<file path="config.mk">
export PLATFORM = sky130hd
export DESIGN_NAME = chip8_execute_unit_flat
export DESIGN_NICKNAME = d
export VERILOG_FILES = /design/src/hw/rtl/c8x_pkg.sv /design/src/hw/rtl/c8x_if.sv /design/src/hw/rtl/chip8_execute_unit.sv /design/src/hw/rtl/c8x_front.sv /design/src/hw/rtl/c8x_queue.sv /design/src/hw/rtl/c8x_back.sv /design/src/flat_wrapper.sv
export SDC_FILE = /design/constraint.sdc
export NUM_CORES = 1
export LEC_CHECK = 0
export ABC_AREA = 0
export BUFFER_PORTS_ARGS = -buffer_cell sky130_fd_sc_hd__buf_2
export CORE_MARGIN = 2
export CORE_UTILIZATION = 45
export CTS_CLUSTER_DIAMETER = 80
export CTS_CLUSTER_SIZE = 16
export DETAILED_ROUTE_END_ITERATION = 12
export PLACE_DENSITY = 0.63
export SLEW_MARGIN = 20
export SYNTH_ARGS = -nofsm -noshare
export SYNTH_HDL_FRONTEND = slang
export SYNTH_HIERARCHICAL = 1
export SYNTH_SLANG_ARGS = --single-unit
</file>
<file path="constraint.sdc">
create_clock -name clk -period 9.15 [get_ports clk]
set_input_delay 0.4575 -clock clk [delete_from_list [all_inputs] [get_ports clk]]
set_output_delay 0.4575 -clock clk [all_outputs]
set_load 0.1 [all_outputs]
</file>
<file path="src/hw/rtl/c8x_pkg.sv">
// ----------------------------------------------------------------------------
// c8x_pkg
// Shared types, constants and helpers of the CHIP-8 execute unit.
// ----------------------------------------------------------------------------
package c8x_pkg;

    localparam int STACK_DEPTH = 16;
    localparam int SP_W        = $clog2(STACK_DEPTH + 1);
    localparam int SIDX_W      = $clog2(STACK_DEPTH);

    localparam int QUEUE_DEPTH = 2;
    localparam int QPTR_W      = $clog2(QUEUE_DEPTH);
    localparam int QCNT_W      = $clog2(QUEUE_DEPTH + 1);

    localparam int CMD_W   = 5;
    localparam int REG_W   = 4;
    localparam int BYTE_W  = 8;
    localparam int ADDR_W  = 12;
    localparam int INDEX_W = 16;
    localparam int NUM_V   = 16;

    localparam logic [REG_W-1:0] VF_IDX  = 4'hF;
    localparam logic [CMD_W-1:0] CMD_MAX = 5'd20;

    localparam logic ST_OK    = 1'b0;
    localparam logic ST_STACK = 1'b1;

    typedef enum logic [CMD_W-1:0] {
        OP_RET     = 5'd0,
        OP_JP      = 5'd1,
        OP_CALL    = 5'd2,
        OP_SE_I    = 5'd3,
        OP_SE_R    = 5'd4,
        OP_SNE_I   = 5'd5,
        OP_SNE_R   = 5'd6,
        OP_LD_I    = 5'd7,
        OP_LD_R    = 5'd8,
        OP_LD_IDX  = 5'd9,
        OP_ADD_I   = 5'd10,
        OP_ADD_R   = 5'd11,
        OP_ADD_IDX = 5'd12,
        OP_OR      = 5'd13,
        OP_AND     = 5'd14,
        OP_XOR     = 5'd15,
        OP_SUB     = 5'd16,
        OP_SUBN    = 5'd17,
        OP_SHR     = 5'd18,
        OP_SHL     = 5'd19,
        OP_BCD     = 5'd20,
        OP_NOP     = 5'd31
    } op_t;

    typedef struct packed {
        op_t               op;
        logic              wr_vx;
        logic              flag_op;
        logic [REG_W-1:0]  x;
        logic [REG_W-1:0]  y;
        logic [BYTE_W-1:0] imm;
        logic [ADDR_W-1:0] addr;
    } c8x_uop_t;

    typedef struct packed {
        logic [1:0] hundreds;
        logic [3:0] tens;
        logic [3:0] ones;
    } bcd_t;

    // hundreds by compare, tens by reciprocal multiply (205 / 2048)
    function automatic bcd_t bcd_of(input logic [BYTE_W-1:0] v);
        bcd_t       d;
        logic [6:0] rem;
        logic [14:0] prod;
        logic [3:0] tens;
        if (v >= 8'd200)
        begin
            d.hundreds = 2'd2;
            rem        = 7'(v - 8'd200);
        end
        else if (v >= 8'd100)
        begin
            d.hundreds = 2'd1;
            rem        = 7'(v - 8'd100);
        end
        else
        begin
            d.hundreds = 2'd0;
            rem        = v[6:0];
        end
        prod   = 15'(rem) * 15'd205;
        tens   = prod[14:11];
        d.tens = tens;
        d.ones = 4'(rem - 7'({3'b000, tens} * 7'd10));
        return d;
    endfunction

endpackage

</file>
<file path="src/hw/rtl/c8x_if.sv">
// ----------------------------------------------------------------------------
// c8x_if
// Valid/ready channels for decoded operations in and results out.
// ----------------------------------------------------------------------------
interface c8x_op_if;
    logic                         valid;
    logic                         ready;
    logic [c8x_pkg::CMD_W-1:0]    cmd;
    logic [c8x_pkg::REG_W-1:0]    x;
    logic [c8x_pkg::REG_W-1:0]    y;
    logic [c8x_pkg::BYTE_W-1:0]   imm;
    logic [c8x_pkg::ADDR_W-1:0]   addr;

    modport source (output valid, cmd, x, y, imm, addr, input ready);
    modport sink   (input valid, cmd, x, y, imm, addr, output ready);
endinterface

interface c8x_res_if;
    logic                         valid;
    logic                         ready;
    logic                         status;
    logic [c8x_pkg::ADDR_W-1:0]   pc_out;
    logic [c8x_pkg::BYTE_W-1:0]   value_out;
    logic                         flag_out;
    logic [c8x_pkg::INDEX_W-1:0]  index_out;
    logic [1:0]                   digit_hundreds;
    logic [3:0]                   digit_tens;
    logic [3:0]                   digit_ones;

    modport source (output valid, status, pc_out, value_out, flag_out, index_out,
                    digit_hundreds, digit_tens, digit_ones, input ready);
    modport sink   (input valid, status, pc_out, value_out, flag_out, index_out,
                    digit_hundreds, digit_tens, digit_ones, output ready);
endinterface

</file>
<file path="src/hw/rtl/chip8_execute_unit.sv">
// ----------------------------------------------------------------------------
// chip8_execute_unit
// Executes one decoded CHIP-8 operation per beat and returns one result beat.
//
// A front stage classifies each operation beat and pushes it into a two-entry
// queue; the back stage reads Vx/Vy from the register file, executes and loads
// the result register. One operation per clock is sustained while result beats
// are taken, helped by the write bypass; an operation moves from the queue
// via the execute register to the result register. The return stack
// holds 16 entries; a call on a full stack or a return on an empty one gives
// status 1 and leaves all state unchanged. The program counter only moves on
// jump, call, return or skip, and wraps at 4096.
// ----------------------------------------------------------------------------
module chip8_execute_unit (
    input  logic      clk,
    input  logic      rst_n,
    c8x_op_if.sink    op,
    c8x_res_if.source res
);
    import c8x_pkg::*;

    logic     dec_valid, dec_ready;
    c8x_uop_t dec_uop;
    logic     q_valid, q_ready;
    c8x_uop_t q_uop;

    c8x_front u_front (
        .op        (op),
        .dec_valid (dec_valid),
        .dec_ready (dec_ready),
        .dec_uop   (dec_uop)
    );

    c8x_queue u_queue (
        .clk        (clk),
        .rst_n      (rst_n),
        .push_valid (dec_valid),
        .push_ready (dec_ready),
        .push_uop   (dec_uop),
        .pop_valid  (q_valid),
        .pop_ready  (q_ready),
        .pop_uop    (q_uop)
    );

    c8x_back u_back (
        .clk     (clk),
        .rst_n   (rst_n),
        .q_valid (q_valid),
        .q_ready (q_ready),
        .q_uop   (q_uop),
        .res     (res)
    );

    // bcd digits stay in decimal range
    assert property (@(posedge clk) disable iff (!rst_n)
        res.valid |-> (res.digit_tens <= 4'd9) && (res.digit_ones <= 4'd9))
        else $error("bcd digit out of range");

    // bcd digits never encode a value above 255
    assert property (@(posedge clk) disable iff (!rst_n)
        res.valid && res.digit_hundreds == 2'd2 |->
            (res.digit_tens < 4'd5) ||
            (res.digit_tens == 4'd5 && res.digit_ones <= 4'd5))
        else $error("bcd value above 255");

    // a stack error is never reported together with bcd digits
    assert property (@(posedge clk) disable iff (!rst_n)
        res.valid && res.status == ST_STACK |->
            res.digit_hundreds == 2'd0 && res.digit_tens == 4'd0 &&
            res.digit_ones == 4'd0)
        else $error("stack error beat carries digits");

    // queue never drops a beat: the front only stalls when the queue is full
    assert property (@(posedge clk) disable iff (!rst_n)
        dec_valid && !dec_ready |-> q_valid)
        else $error("front stalled with empty queue");

endmodule

</file>
<file path="src/hw/rtl/c8x_front.sv">
// ----------------------------------------------------------------------------
// c8x_front
// Accepts operation beats and classifies them into micro-ops for the queue.
// ----------------------------------------------------------------------------
module c8x_front (
    c8x_op_if.sink              op,
    output logic                dec_valid,
    input  logic                dec_ready,
    output c8x_pkg::c8x_uop_t   dec_uop
);
    import c8x_pkg::*;

    assign dec_valid = op.valid;
    assign op.ready  = dec_ready;

    always_comb
    begin
        dec_uop.x    = op.x;
        dec_uop.y    = op.y;
        dec_uop.imm  = op.imm;
        dec_uop.addr = op.addr;
        // codes past the last operation do nothing
        if (op.cmd <= CMD_MAX)
            dec_uop.op = op_t'(op.cmd);
        else
            dec_uop.op = OP_NOP;

        dec_uop.wr_vx   = 1'b0;
        dec_uop.flag_op = 1'b0;
        case (dec_uop.op)
            OP_LD_I, OP_LD_R, OP_ADD_I, OP_OR, OP_AND, OP_XOR:
            begin
                dec_uop.wr_vx = 1'b1;
            end
            OP_ADD_R, OP_SUB, OP_SUBN, OP_SHR, OP_SHL:
            begin
                dec_uop.wr_vx   = 1'b1;
                dec_uop.flag_op = 1'b1;
            end
            default:
            begin
                dec_uop.wr_vx   = 1'b0;
                dec_uop.flag_op = 1'b0;
            end
        endcase
    end

endmodule

</file>
<file path="src/hw/rtl/c8x_queue.sv">
// ----------------------------------------------------------------------------
// c8x_queue
// Short micro-op queue between the front and the back.
// ----------------------------------------------------------------------------
module c8x_queue (
    input  logic                clk,
    input  logic                rst_n,
    input  logic                push_valid,
    output logic                push_ready,
    input  c8x_pkg::c8x_uop_t   push_uop,
    output logic                pop_valid,
    input  logic                pop_ready,
    output c8x_pkg::c8x_uop_t   pop_uop
);
    import c8x_pkg::*;

    c8x_uop_t          slot_reg [QUEUE_DEPTH];
    logic [QPTR_W-1:0] wr_ptr_reg, wr_ptr_next;
    logic [QPTR_W-1:0] rd_ptr_reg, rd_ptr_next;
    logic [QCNT_W-1:0] count_reg, count_next;
    logic              push, pop;

    assign push_ready = (count_reg != QCNT_W'(QUEUE_DEPTH));
    assign pop_valid  = (count_reg != '0);
    assign pop_uop    = slot_reg[rd_ptr_reg];
    assign push       = push_valid && push_ready;
    assign pop        = pop_valid && pop_ready;

    always_comb
    begin
        wr_ptr_next = wr_ptr_reg;
        rd_ptr_next = rd_ptr_reg;
        count_next  = count_reg;
        if (push)
            wr_ptr_next = (wr_ptr_reg == QPTR_W'(QUEUE_DEPTH - 1)) ? '0
                                                                  : wr_ptr_reg + 1'b1;
        if (pop)
            rd_ptr_next = (rd_ptr_reg == QPTR_W'(QUEUE_DEPTH - 1)) ? '0
                                                                  : rd_ptr_reg + 1'b1;
        if (push && !pop)
            count_next = count_reg + 1'b1;
        else if (pop && !push)
            count_next = count_reg - 1'b1;
    end

    always_ff @(posedge clk or negedge rst_n)
    begin
        if (!rst_n)
        begin
            wr_ptr_reg <= '0;
            rd_ptr_reg <= '0;
            count_reg  <= '0;
        end
        else
        begin
            wr_ptr_reg <= wr_ptr_next;
            rd_ptr_reg <= rd_ptr_next;
            count_reg  <= count_next;
        end
    end

    always_ff @(posedge clk)
    begin
        if (push)
            slot_reg[wr_ptr_reg] <= push_uop;
    end

endmodule

</file>
<file path="src/hw/rtl/c8x_back.sv">
// ----------------------------------------------------------------------------
// c8x_back
// Execute stage: register file, pc, index, return stack and result register.
// ----------------------------------------------------------------------------
module c8x_back (
    input  logic                clk,
    input  logic                rst_n,
    input  logic                q_valid,
    output logic                q_ready,
    input  c8x_pkg::c8x_uop_t   q_uop,
    c8x_res_if.source           res
);
    import c8x_pkg::*;

    // V0..VE live in a memory, VF in its own register
    logic [BYTE_W-1:0]  vmem [NUM_V];
    logic [NUM_V-1:0]   vvld_reg, vvld_next;
    logic [BYTE_W-1:0]  vf_reg, vf_next;
    logic               byp_vld_reg;
    logic [REG_W-1:0]   byp_addr_reg;
    logic [BYTE_W-1:0]  byp_data_reg;

    logic [ADDR_W-1:0]  pc_reg, pc_next;
    logic [SP_W-1:0]    sp_reg, sp_next;
    logic [INDEX_W-1:0] idx_reg, idx_next;
    logic [ADDR_W-1:0]  stack_reg [STACK_DEPTH];

    logic               e_vld_reg;
    c8x_uop_t           e_uop_reg;
    logic [BYTE_W-1:0]  rdx_reg, rdy_reg;

    logic               res_vld_reg;
    logic               status_reg;
    logic [ADDR_W-1:0]  pc_out_reg;
    logic [BYTE_W-1:0]  value_reg;
    logic               flag_reg;
    logic [INDEX_W-1:0] index_out_reg;
    bcd_t               bcd_reg;

    logic               e_fire, pop, mem_wr;
    logic [BYTE_W-1:0]  vx, vy, res_val;
    logic [BYTE_W:0]    sum;
    logic               flag, status, push;
    logic [SP_W-1:0]    sp_dec;
    bcd_t               bcd;

    assign e_fire  = e_vld_reg && (!res_vld_reg || res.ready);
    assign q_ready = !e_vld_reg || e_fire;
    assign pop     = q_valid && q_ready;
    assign sp_dec  = sp_reg - 1'b1;

    // operand read with bypass of the write that landed as the read was taken
    always_comb
    begin
        if (e_uop_reg.x == VF_IDX)
            vx = vf_reg;
        else if (byp_vld_reg && byp_addr_reg == e_uop_reg.x)
            vx = byp_data_reg;
        else if (vvld_reg[e_uop_reg.x])
            vx = rdx_reg;
        else
            vx = '0;

        if (e_uop_reg.y == VF_IDX)
            vy = vf_reg;
        else if (byp_vld_reg && byp_addr_reg == e_uop_reg.y)
            vy = byp_data_reg;
        else if (vvld_reg[e_uop_reg.y])
            vy = rdy_reg;
        else
            vy = '0;
    end

    always_comb
    begin
        pc_next  = pc_reg;
        sp_next  = sp_reg;
        idx_next = idx_reg;
        status   = ST_OK;
        push     = 1'b0;
        res_val  = '0;
        flag     = 1'b0;
        sum      = {1'b0, vx} + {1'b0, vy};
        bcd      = '0;
        case (e_uop_reg.op)
            OP_RET:
            begin
                if (sp_reg == '0)
                    status = ST_STACK;
                else
                begin
                    sp_next = sp_dec;
                    pc_next = stack_reg[sp_dec[SIDX_W-1:0]];
                end
            end
            OP_JP:
            begin
                pc_next = e_uop_reg.addr;
            end
            OP_CALL:
            begin
                if (sp_reg == SP_W'(STACK_DEPTH))
                    status = ST_STACK;
                else
                begin
                    push    = 1'b1;
                    sp_next = sp_reg + 1'b1;
                    pc_next = e_uop_reg.addr;
                end
            end
            OP_SE_I:
            begin
                if (vx == e_uop_reg.imm)
                    pc_next = pc_reg + 12'd2;
            end
            OP_SE_R:
            begin
                if (vx == vy)
                    pc_next = pc_reg + 12'd2;
            end
            OP_SNE_I:
            begin
                if (vx != e_uop_reg.imm)
                    pc_next = pc_reg + 12'd2;
            end
            OP_SNE_R:
            begin
                if (vx != vy)
                    pc_next = pc_reg + 12'd2;
            end
            OP_LD_I:    res_val = e_uop_reg.imm;
            OP_LD_R:    res_val = vy;
            OP_LD_IDX:  idx_next = {4'h0, e_uop_reg.addr};
            OP_ADD_I:   res_val = vx + e_uop_reg.imm;
            OP_ADD_R:
            begin
                res_val = sum[BYTE_W-1:0];
                flag    = sum[BYTE_W];
            end
            OP_ADD_IDX: idx_next = idx_reg + {8'h00, vx};
            OP_OR:      res_val = vx | vy;
            OP_AND:     res_val = vx & vy;
            OP_XOR:     res_val = vx ^ vy;
            OP_SUB:
            begin
                res_val = vx - vy;
                flag    = (vx > vy);
            end
            OP_SUBN:
            begin
                res_val = vy - vx;
                flag    = (vy > vx);
            end
            OP_SHR:
            begin
                res_val = {1'b0, vx[BYTE_W-1:1]};
                flag    = vx[0];
            end
            OP_SHL:
            begin
                res_val = {vx[BYTE_W-2:0], 1'b0};
                flag    = vx[BYTE_W-1];
            end
            OP_BCD:     bcd = bcd_of(vx);
            default:
            begin
                res_val = '0;
            end
        endcase

        // destination write wins over the flag when x is VF
        vf_next = vf_reg;
        if (e_uop_reg.wr_vx && e_uop_reg.x == VF_IDX)
            vf_next = res_val;
        else if (e_uop_reg.flag_op)
            vf_next = {7'b0, flag};

        mem_wr    = e_uop_reg.wr_vx && (e_uop_reg.x != VF_IDX);
        vvld_next = vvld_reg;
        if (mem_wr)
            vvld_next[e_uop_reg.x] = 1'b1;
    end

    always_ff @(posedge clk or negedge rst_n)
    begin
        if (!rst_n)
        begin
            e_vld_reg    <= 1'b0;
            res_vld_reg  <= 1'b0;
            pc_reg       <= '0;
            sp_reg       <= '0;
            idx_reg      <= '0;
            vf_reg       <= '0;
            vvld_reg     <= '0;
            byp_vld_reg  <= 1'b0;
            byp_addr_reg <= '0;
            byp_data_reg <= '0;
        end
        else
        begin
            if (q_ready)
                e_vld_reg <= q_valid;
            if (e_fire)
                res_vld_reg <= 1'b1;
            else if (res.ready)
                res_vld_reg <= 1'b0;
            if (e_fire)
            begin
                pc_reg   <= pc_next;
                sp_reg   <= sp_next;
                idx_reg  <= idx_next;
                vf_reg   <= vf_next;
                vvld_reg <= vvld_next;
                if (mem_wr)
                begin
                    byp_vld_reg  <= 1'b1;
                    byp_addr_reg <= e_uop_reg.x;
                    byp_data_reg <= res_val;
                end
            end
        end
    end

    always_ff @(posedge clk)
    begin
        if (pop)
        begin
            e_uop_reg <= q_uop;
            rdx_reg   <= vmem[q_uop.x];
            rdy_reg   <= vmem[q_uop.y];
        end
        if (e_fire && mem_wr)
            vmem[e_uop_reg.x] <= res_val;
        if (e_fire && push)
            stack_reg[sp_reg[SIDX_W-1:0]] <= pc_reg;
        if (e_fire)
        begin
            status_reg    <= status;
            pc_out_reg    <= pc_next;
            value_reg     <= e_uop_reg.wr_vx ? res_val : vx;
            flag_reg      <= e_uop_reg.flag_op ? flag : vf_next[0];
            index_out_reg <= idx_next;
            bcd_reg       <= bcd;
        end
    end

    assign res.valid          = res_vld_reg;
    assign res.status         = status_reg;
    assign res.pc_out         = pc_out_reg;
    assign res.value_out      = value_reg;
    assign res.flag_out       = flag_reg;
    assign res.index_out      = index_out_reg;
    assign res.digit_hundreds = bcd_reg.hundreds;
    assign res.digit_tens     = bcd_reg.tens;
    assign res.digit_ones     = bcd_reg.ones;

endmodule
</file>
<file path="src/flat_wrapper.sv">
// flat-port wrapper written by rule: the top's interface ports become plain ports
module chip8_execute_unit_flat import c8x_pkg::*;
  (clk, rst_n, op_valid, op_cmd, op_x, op_y, op_imm, op_addr, op_ready, res_valid, res_status, res_pc_out, res_value_out, res_flag_out, res_index_out, res_digit_hundreds, res_digit_tens, res_digit_ones, res_ready);
  c8x_op_if op_i ();
  c8x_res_if res_i ();
  input  logic clk;
  input  logic rst_n;
  input wire logic [$bits(op_i.valid)-1:0] op_valid;
  input wire logic [$bits(op_i.cmd)-1:0] op_cmd;
  input wire logic [$bits(op_i.x)-1:0] op_x;
  input wire logic [$bits(op_i.y)-1:0] op_y;
  input wire logic [$bits(op_i.imm)-1:0] op_imm;
  input wire logic [$bits(op_i.addr)-1:0] op_addr;
  output wire logic [$bits(op_i.ready)-1:0] op_ready;
  output wire logic [$bits(res_i.valid)-1:0] res_valid;
  output wire logic [$bits(res_i.status)-1:0] res_status;
  output wire logic [$bits(res_i.pc_out)-1:0] res_pc_out;
  output wire logic [$bits(res_i.value_out)-1:0] res_value_out;
  output wire logic [$bits(res_i.flag_out)-1:0] res_flag_out;
  output wire logic [$bits(res_i.index_out)-1:0] res_index_out;
  output wire logic [$bits(res_i.digit_hundreds)-1:0] res_digit_hundreds;
  output wire logic [$bits(res_i.digit_tens)-1:0] res_digit_tens;
  output wire logic [$bits(res_i.digit_ones)-1:0] res_digit_ones;
  input wire logic [$bits(res_i.ready)-1:0] res_ready;
  assign op_i.valid = op_valid;
  assign op_i.cmd = op_cmd;
  assign op_i.x = op_x;
  assign op_i.y = op_y;
  assign op_i.imm = op_imm;
  assign op_i.addr = op_addr;
  assign op_ready = op_i.ready;
  assign res_valid = res_i.valid;
  assign res_status = res_i.status;
  assign res_pc_out = res_i.pc_out;
  assign res_value_out = res_i.value_out;
  assign res_flag_out = res_i.flag_out;
  assign res_index_out = res_i.index_out;
  assign res_digit_hundreds = res_i.digit_hundreds;
  assign res_digit_tens = res_i.digit_tens;
  assign res_digit_ones = res_i.digit_ones;
  assign res_i.ready = res_ready;
  chip8_execute_unit u_core (.clk(clk), .rst_n(rst_n), .op(op_i), .res(res_i));
endmodule
</file>
## After elaboration in Yosys (flattened, before gate mapping)

Memories as Yosys holds them, arrays and structs flattened. A register that Yosys moved wholly into a read port is not among the register bits.
Cells that the tools add are included.

- Register bits after elaboration: 159
- RAM bits: 390
- Input bits: 37
- Output and inout bits: 50
- Memories kept: 3

- $add $sub $neg: 15
- $mul: 2
- $lt $le $gt $ge: 8
- Eq/ne operators: 44
- Multiplexer cells: 54
- Bitwise operators: 5
- Reduce and logical (&&, ||, !) cells: 31

Memory list:

| memory | words | width | read ports | clocked after Yosys merged registers in | wr ports | line | text |
|---|---|---|---|---|---|---|---|
| u_core.u_back.stack_reg | 16 | 12 | 1 | 0 | 1 | c8x_back.sv:26 | `logic [ADDR_W-1:0] stack_reg [STACK_DEPTH];` |
| u_core.u_back.vmem | 16 | 8 | 2 | 2 | 1 | c8x_back.sv:16 | `logic [BYTE_W-1:0] vmem [NUM_V];` |
| u_core.u_queue.slot_reg | 2 | 35 | 1 | 0 | 1 | c8x_queue.sv:17 | `c8x_uop_t slot_reg [QUEUE_DEPTH];` |

Operators with widths:

| cell | count |
|---|---|
| $pmux 8 s11 | 1 |
| $pmux 12 s7 | 1 |
| $mux 12 | 6 |
| $mux 8 | 9 |
| $eq 5x4->1 const B | 14 |
| $eq 5x5->1 const B | 10 |
| $pmux 16 s2 | 1 |
| $eq 5x3->1 const B | 5 |
| $mux 1 | 21 |
| $mux 7 | 3 |
| $add 16x8->16 | 1 |
| $eq 8x8->1 | 2 |
| $gt 8x8->1 | 2 |
| $ne 8x8->1 | 2 |
| $or 16x16->16 | 1 |
| $sub 8x8->8 | 2 |
| $mul 7x8->15 const B | 1 |
| $mux 5 | 3 |
| $sub 7x7->7 const B | 2 |
| $add 12x2->12 const B | 1 |
| $logic_and 1x1->1 | 12 |
| $reduce_or 11->1 | 1 |
| $eq 5x2->1 const B | 2 |
| $logic_not 5->1 | 2 |
| other kinds (36) | 54 |

## Logic depth before layout (Yosys ltp)

- Depth in word-level cells: 12
- Gate-level depth with buffers: 37

## Hierarchy

The synthesis kept the hierarchy.

Modules (own cells, without submodules):

| module | instances | cells each | area an instance (sq um) | seq. area each (sq um) |
|---|---|---|---|---|
| c8x_back | 1 | 1,755 | 24,746.2 | 14,383.8 |
| c8x_queue | 1 | 127 | 2,870.3 | 2,202.1 |
| c8x_front | 1 | 50 | 352.8 | 0.0 |

## Worst setup path after synthesis

OpenSTA, ideal clock, no wires.

- Path type: flip-flop to flip-flop
- Start: register u_core/u_back/e_uop_reg[24] (netlist name)
- End: register u_core.u_back.bcd_reg, in the netlist u_core/u_back/res.digit_ones[3], data pin
- Setup time: 0.259 ns
- Arrival: 7.527 ns
- Data required time: 8.891 ns
- Slack: 1.363 ns
- Stages on the path, launching flop included: 34
- Cell sequence: edfxtp_1 -> buf_6 -> mux4_1 -> mux2i_2 -> mux2i_4 -> a31oi_1 -> a311oi_2 -> a21oi_1 -> nand2_1 -> xnor2_1 -> o21ai_0 -> inv_1 -> ha_1 -> inv_1 -> fa_1 -> inv_1 -> ha_1 -> fa_1 -> ha_1 -> a21o_1 -> a21oi_1 -> nor2b_1 -> o21ai_0 -> nand2_1 -> a21o_1 -> or3_4 -> xnor2_1 -> inv_1 -> ha_1 -> inv_1 -> fa_1 -> xnor2_1 -> xnor3_1 -> nor2_1

- Longest elaborated chain between the ends: 12
- Elaborated cells between the ends (all ways): 18
- Those cells by class: add/sub: 3; mul: 2; order compare: 2; eq/ne: 2; mux: 8; reduce/logical: 1

Ends and longest elaborated chain:

| element | line | text |
|---|---|---|
| start, declared | c8x_back.sv:29 | `c8x_uop_t e_uop_reg;` |
| start signal, assigned | c8x_back.sv:228 | `e_uop_reg <= q_uop;` |
| $bmux 1 s4 | c8x_back.sv:59 | `else if (vvld_reg[e_uop_reg.x])` |
| $mux 1 (implied by the code) | c8x_back.sv:59 |  |
| $mux 8 | c8x_back.sv:59 |  |
| $mux 8 | c8x_back.sv:57 | `else if (byp_vld_reg && byp_addr_reg == e_uop_reg.x)` |
| $mux 8 (*) | c8x_back.sv:55 | `if (e_uop_reg.x == VF_IDX)` |
| $sub 7x7->7 or $ge 8x7->1 (tied branches) | c8x_pkg.sv:83, c8x_pkg.sv:80 |  |
| $mux 7 | c8x_pkg.sv:80 | `else if (v >= 8'd100)` |
| $mux 7 (*) | c8x_pkg.sv:75 | `if (v >= 8'd200)` |
| $mux 7 (*) | c8x_back.sv:85 | `case (e_uop_reg.op)` |
| $mul 7x8->15 | c8x_pkg.sv:90 | `prod = 15'(rem) * 15'd205;` |
| $mul 4x3->3 | c8x_pkg.sv:93 | `d.ones = 4'(rem - 7'({3'b000, tens} * 7'd10));` |
| $sub 4x4->4 (*) | c8x_pkg.sv:93 |  |
| end signal, assigned | c8x_back.sv:243 | `bcd_reg <= bcd;` |
| end, declared | c8x_back.sv:38 | `bcd_t bcd_reg;` |

Every way passes the cells marked *; elsewhere a longest branch is shown, timed or not. The select of a mux whose other input is x is not followed.
A chain may end at the register's enable or synchronous reset.

## Final worst setup path

Same ends and word-level chain as after synthesis.

==> out/qor.csv <==
stage,metric,value,unit
global_route,met1 Usage GRT,0.321,
route,DR DRC count,0,
logic_synthesis,Syn Inst Count,1932,
critical_path,buffers and inverters on the worst path,6,
hold_path,Hold Startpoint,op_y[1],
logic_synthesis,Synth Cell Area,28000,um^2
critical_path,Reg2Reg Launch Point,u_core/u_back/e_uop_reg[24],
global_route,Congestion Overflow GR,0,
logic_synthesis,Post-synth ARST share,0.135,
global_route,vias in the first global route,16903,
route,final wirelength,70500,um
global_route,initial antenna violation count,3,
timing,slew margin rel.,0.237,
cells_and_area,share of cells above drive strength 1,0.217,
critical_path,Critical Path Start Type,flop,
clock_tree,clock-pin transition on the worst setup and hold timing paths,70,ps
critical_path,critical path startpoint,u_core/u_back/e_uop_reg[24],
timing,"Slew Viols, Final",0,
placement,DP HPWL,47900,um
clock_tree,CTS max path bufs,3,
die,Die Ht,253,um
logic_synthesis,"flops & latches, synth",565,
status,status,completed,
timing,fin crit share,0.930,
cells_and_area,final instance area,30700,um^2
die,Die W,253,um
cells_and_area,Area Overhead vs Synth,9.61,%
timing,RSZ-0062 raised after global routing,false,
logic_synthesis,Yosys cell types,86,
critical_path,worst endpoint data arrival time,8910,ps
critical_path,Max stage delay on crit path,610,ps
critical_path,Worst Path Required,9550,ps
clock_tree,clk_lat worst skew,610,ps
timing,setup TNS,0,ps
global_route,GRT Overall Usage,0.222,
clock_tree,Root Buffer,clkbuf_16,
placement,placed instance area,29300,um^2
critical_path,critical path class,flop to flop,
global_route,met2 GRT Util,0.348,
route,"antenna viol nets, final",0,
clock_tree,# resized after CTS,0,
die,CORE AREA,61600,um^2
timing,Max Fclk,118,MHz
die,# rows,91,
clock_tree,CTS buffer count,43,
timing,shortest period the worst path allows,8510,ps
placement,port bufs,86,
clock_tree,CTS HTree Levels,2,
logic_synthesis,main flop type after synthesis,edfxtp_1,
placement,gpl congestion,0.924,
clock_tree,Num Clock Sinks,565,
timing,Hold Fails Final Rpt,0,
die,Initial Utilization,0.454,
global_route,first-pass GRT wire length,107000,um
critical_path,reg-to-reg setup timing slack,640,ps
route,DR WL/cell,24.5,um
logic_synthesis,Syn. warnings,6,
clock_tree,CTS tree,done,
route,initial DRC count,1776,
critical_path,CP dominant cell by count,inv_1,
global_route,GR peak layer,met2,
logic_synthesis,"Avg Cell Area, Syn",14.5,um^2
global_route,pin count of the biggest net entering global routing,67,
cells_and_area,number of flip-flops in the largest register,192,
route,via density per instance,5.96,
cells_and_area,final net count,2144,
timing,final setup fails,0,
critical_path,largest fanout on the critical path,9,
critical_path,CP endpoint kind,flop,
critical_path,critical path's slowest cell,mux4_1,
die,# IOs,87,
die,Die ar.,64200,um^2
route,DRT Pass-1 Iters,5,
timing,Slew @ Worst Pin,1140,ps
flow_run,Max-Cap Viols,0,
global_route,GR met3 Demand/Resource,0.0378,
hold_path,Worst Hold Class,input pin to flop,
logic_synthesis,"EDFF count, synth",489,
critical_path,critical path's top delay family,adder cells,
route,vias,17135,
logic_synthesis,sequential cell area fraction in the yosys report,0.593,
timing,Final Skew,50.7,ps
==> cells in the mapped netlist (28+ instances only) <==
master	instances	share of area
a21oi_1	80	0.014
xnor2_1	33	0.010
nand3_1	28	0.0050
mux2_4	30	0.016
nor2_1	110	0.015
ha_1	91	0.041
mux4_2	133	0.11
inv_1	79	0.011
nand2_1	153	0.021
edfxtp_1	489	0.53
o21ai_0	71	0.013
clkbuf_1	64	0.0086
mux2_2	29	0.012
dfrtp_1	76	0.068
buf_4	31	0.0083
==> final cells by class <==
cell class,instances,area (um^2)
multi-input combinational,1166,10500
antenna,1,2.50
clock inverter,8,101
tap,837,1050
sequential,565,16600
timing repair buffer,144,883
inverter,82,312
fill,5172,30900
clock buffer,70,1200
==> layout by cell type, fill, tap and decap left out, drive strengths merged, types with 7 or more instances in the layout <==
| master | instances |
|---|---|
| ha | 91 |
| fa | 14 |
| o21ai | 72 |
| dfrtp | 76 |
| o211ai | 19 |
| and3 | 19 |
| a221oi | 15 |
| xnor2 | 33 |
| a31oi | 14 |
| o21bai | 16 |
| nor4 | 11 |
| nand2b | 17 |
| nand3 | 29 |
| a221o | 9 |
| nor3 | 26 |
| clkbuf | 70 |
| mux2i | 20 |
| xor2 | 12 |
| conb | 8 |
| buf | 143 |
| nor2 | 111 |
| nand4 | 12 |
| a211oi | 19 |
| mux4 | 137 |
| nor2b | 18 |
| a22oi | 7 |
| inv | 84 |
| or2 | 18 |
| mux2 | 59 |
| o31ai | 12 |
| o221ai | 9 |
| o22ai | 11 |
| nand2 | 153 |
| edfxtp | 489 |
| a21oi | 80 |
| and2 | 10 |
| a21o | 18 |
==> final timing paths <==
| kind | endpoint | cells after the start |
|---|---|---|
| worst max-delay path | u_core/u_back/res.digit_ones[3] | 36 |
| min in group asynchronous | u_core/u_back/vf_reg[5] | 2 |
| worst min register to register | u_core/u_back/vvld_reg[15] | 0 |
| max in group asynchronous | u_core/u_back/sp_reg[0] | 3 |
| worst min-delay path | u_core/u_queue/slot_reg[0][21] | 1 |
| worst max register to register | u_core/u_back/res.digit_ones[3] | 36 |
==> cells by family (layout without fill, tap and decap cells) <==
group                      count (synthesis)  count (layout)  share of synthesized area
AOI/OAI and AO/OA                        351             351                     0.0863
xor gates and xnor gates                  46              46                     0.0149
adders and majority gates                105             105                     0.0507
buffers and inverters                    208             304                     0.0350
DFF                                      565             565                      0.593
muxes                                    216             216                      0.146
other                                      1               9                   0.000134
and+or+nand+nor                          440             440                     0.0735
==> metrics by stage <==
step / hold slack, ps / utilization / setup slack [ps] / cells
CTS: 12.0 / 0.497 / 511 / 2870
detailed placement: 322 / 0.476 / 572 / 2791
global placement: 317 / 0.476 / 735 / 2791
global route: 10.0 / 0.498 / 8.06 / 2872
floorplan: 162 / - / 1360 / 1939
finish: 39.9 / 0.498 / 642 / 2873
==> timing repair <==
item	CTS	global route
hold buffers	1	0
endpoints found under the setup margin	0	2
endpoints found under the hold margin	10	0
setup buffers	0	1
==> per-layer routing <==
| metal | part of all wire | wire [um] | up-vias |
|---|---|---|---|
| met3 | 0.073 | 5140 | 98 |
| met2 | 0.47 | 32900 | 706 |
| met1 | 0.44 | 30700 | 8743 |
| met4 | 0.024 | 1660 | 2 |
| met5 | 0.00020 | 14 | - |
| li1 | - | - | 7586 |
Power is left out: the tool's default activity adds up to more than one toggle a clock period on the data nets, which glitch-free logic cannot reach.
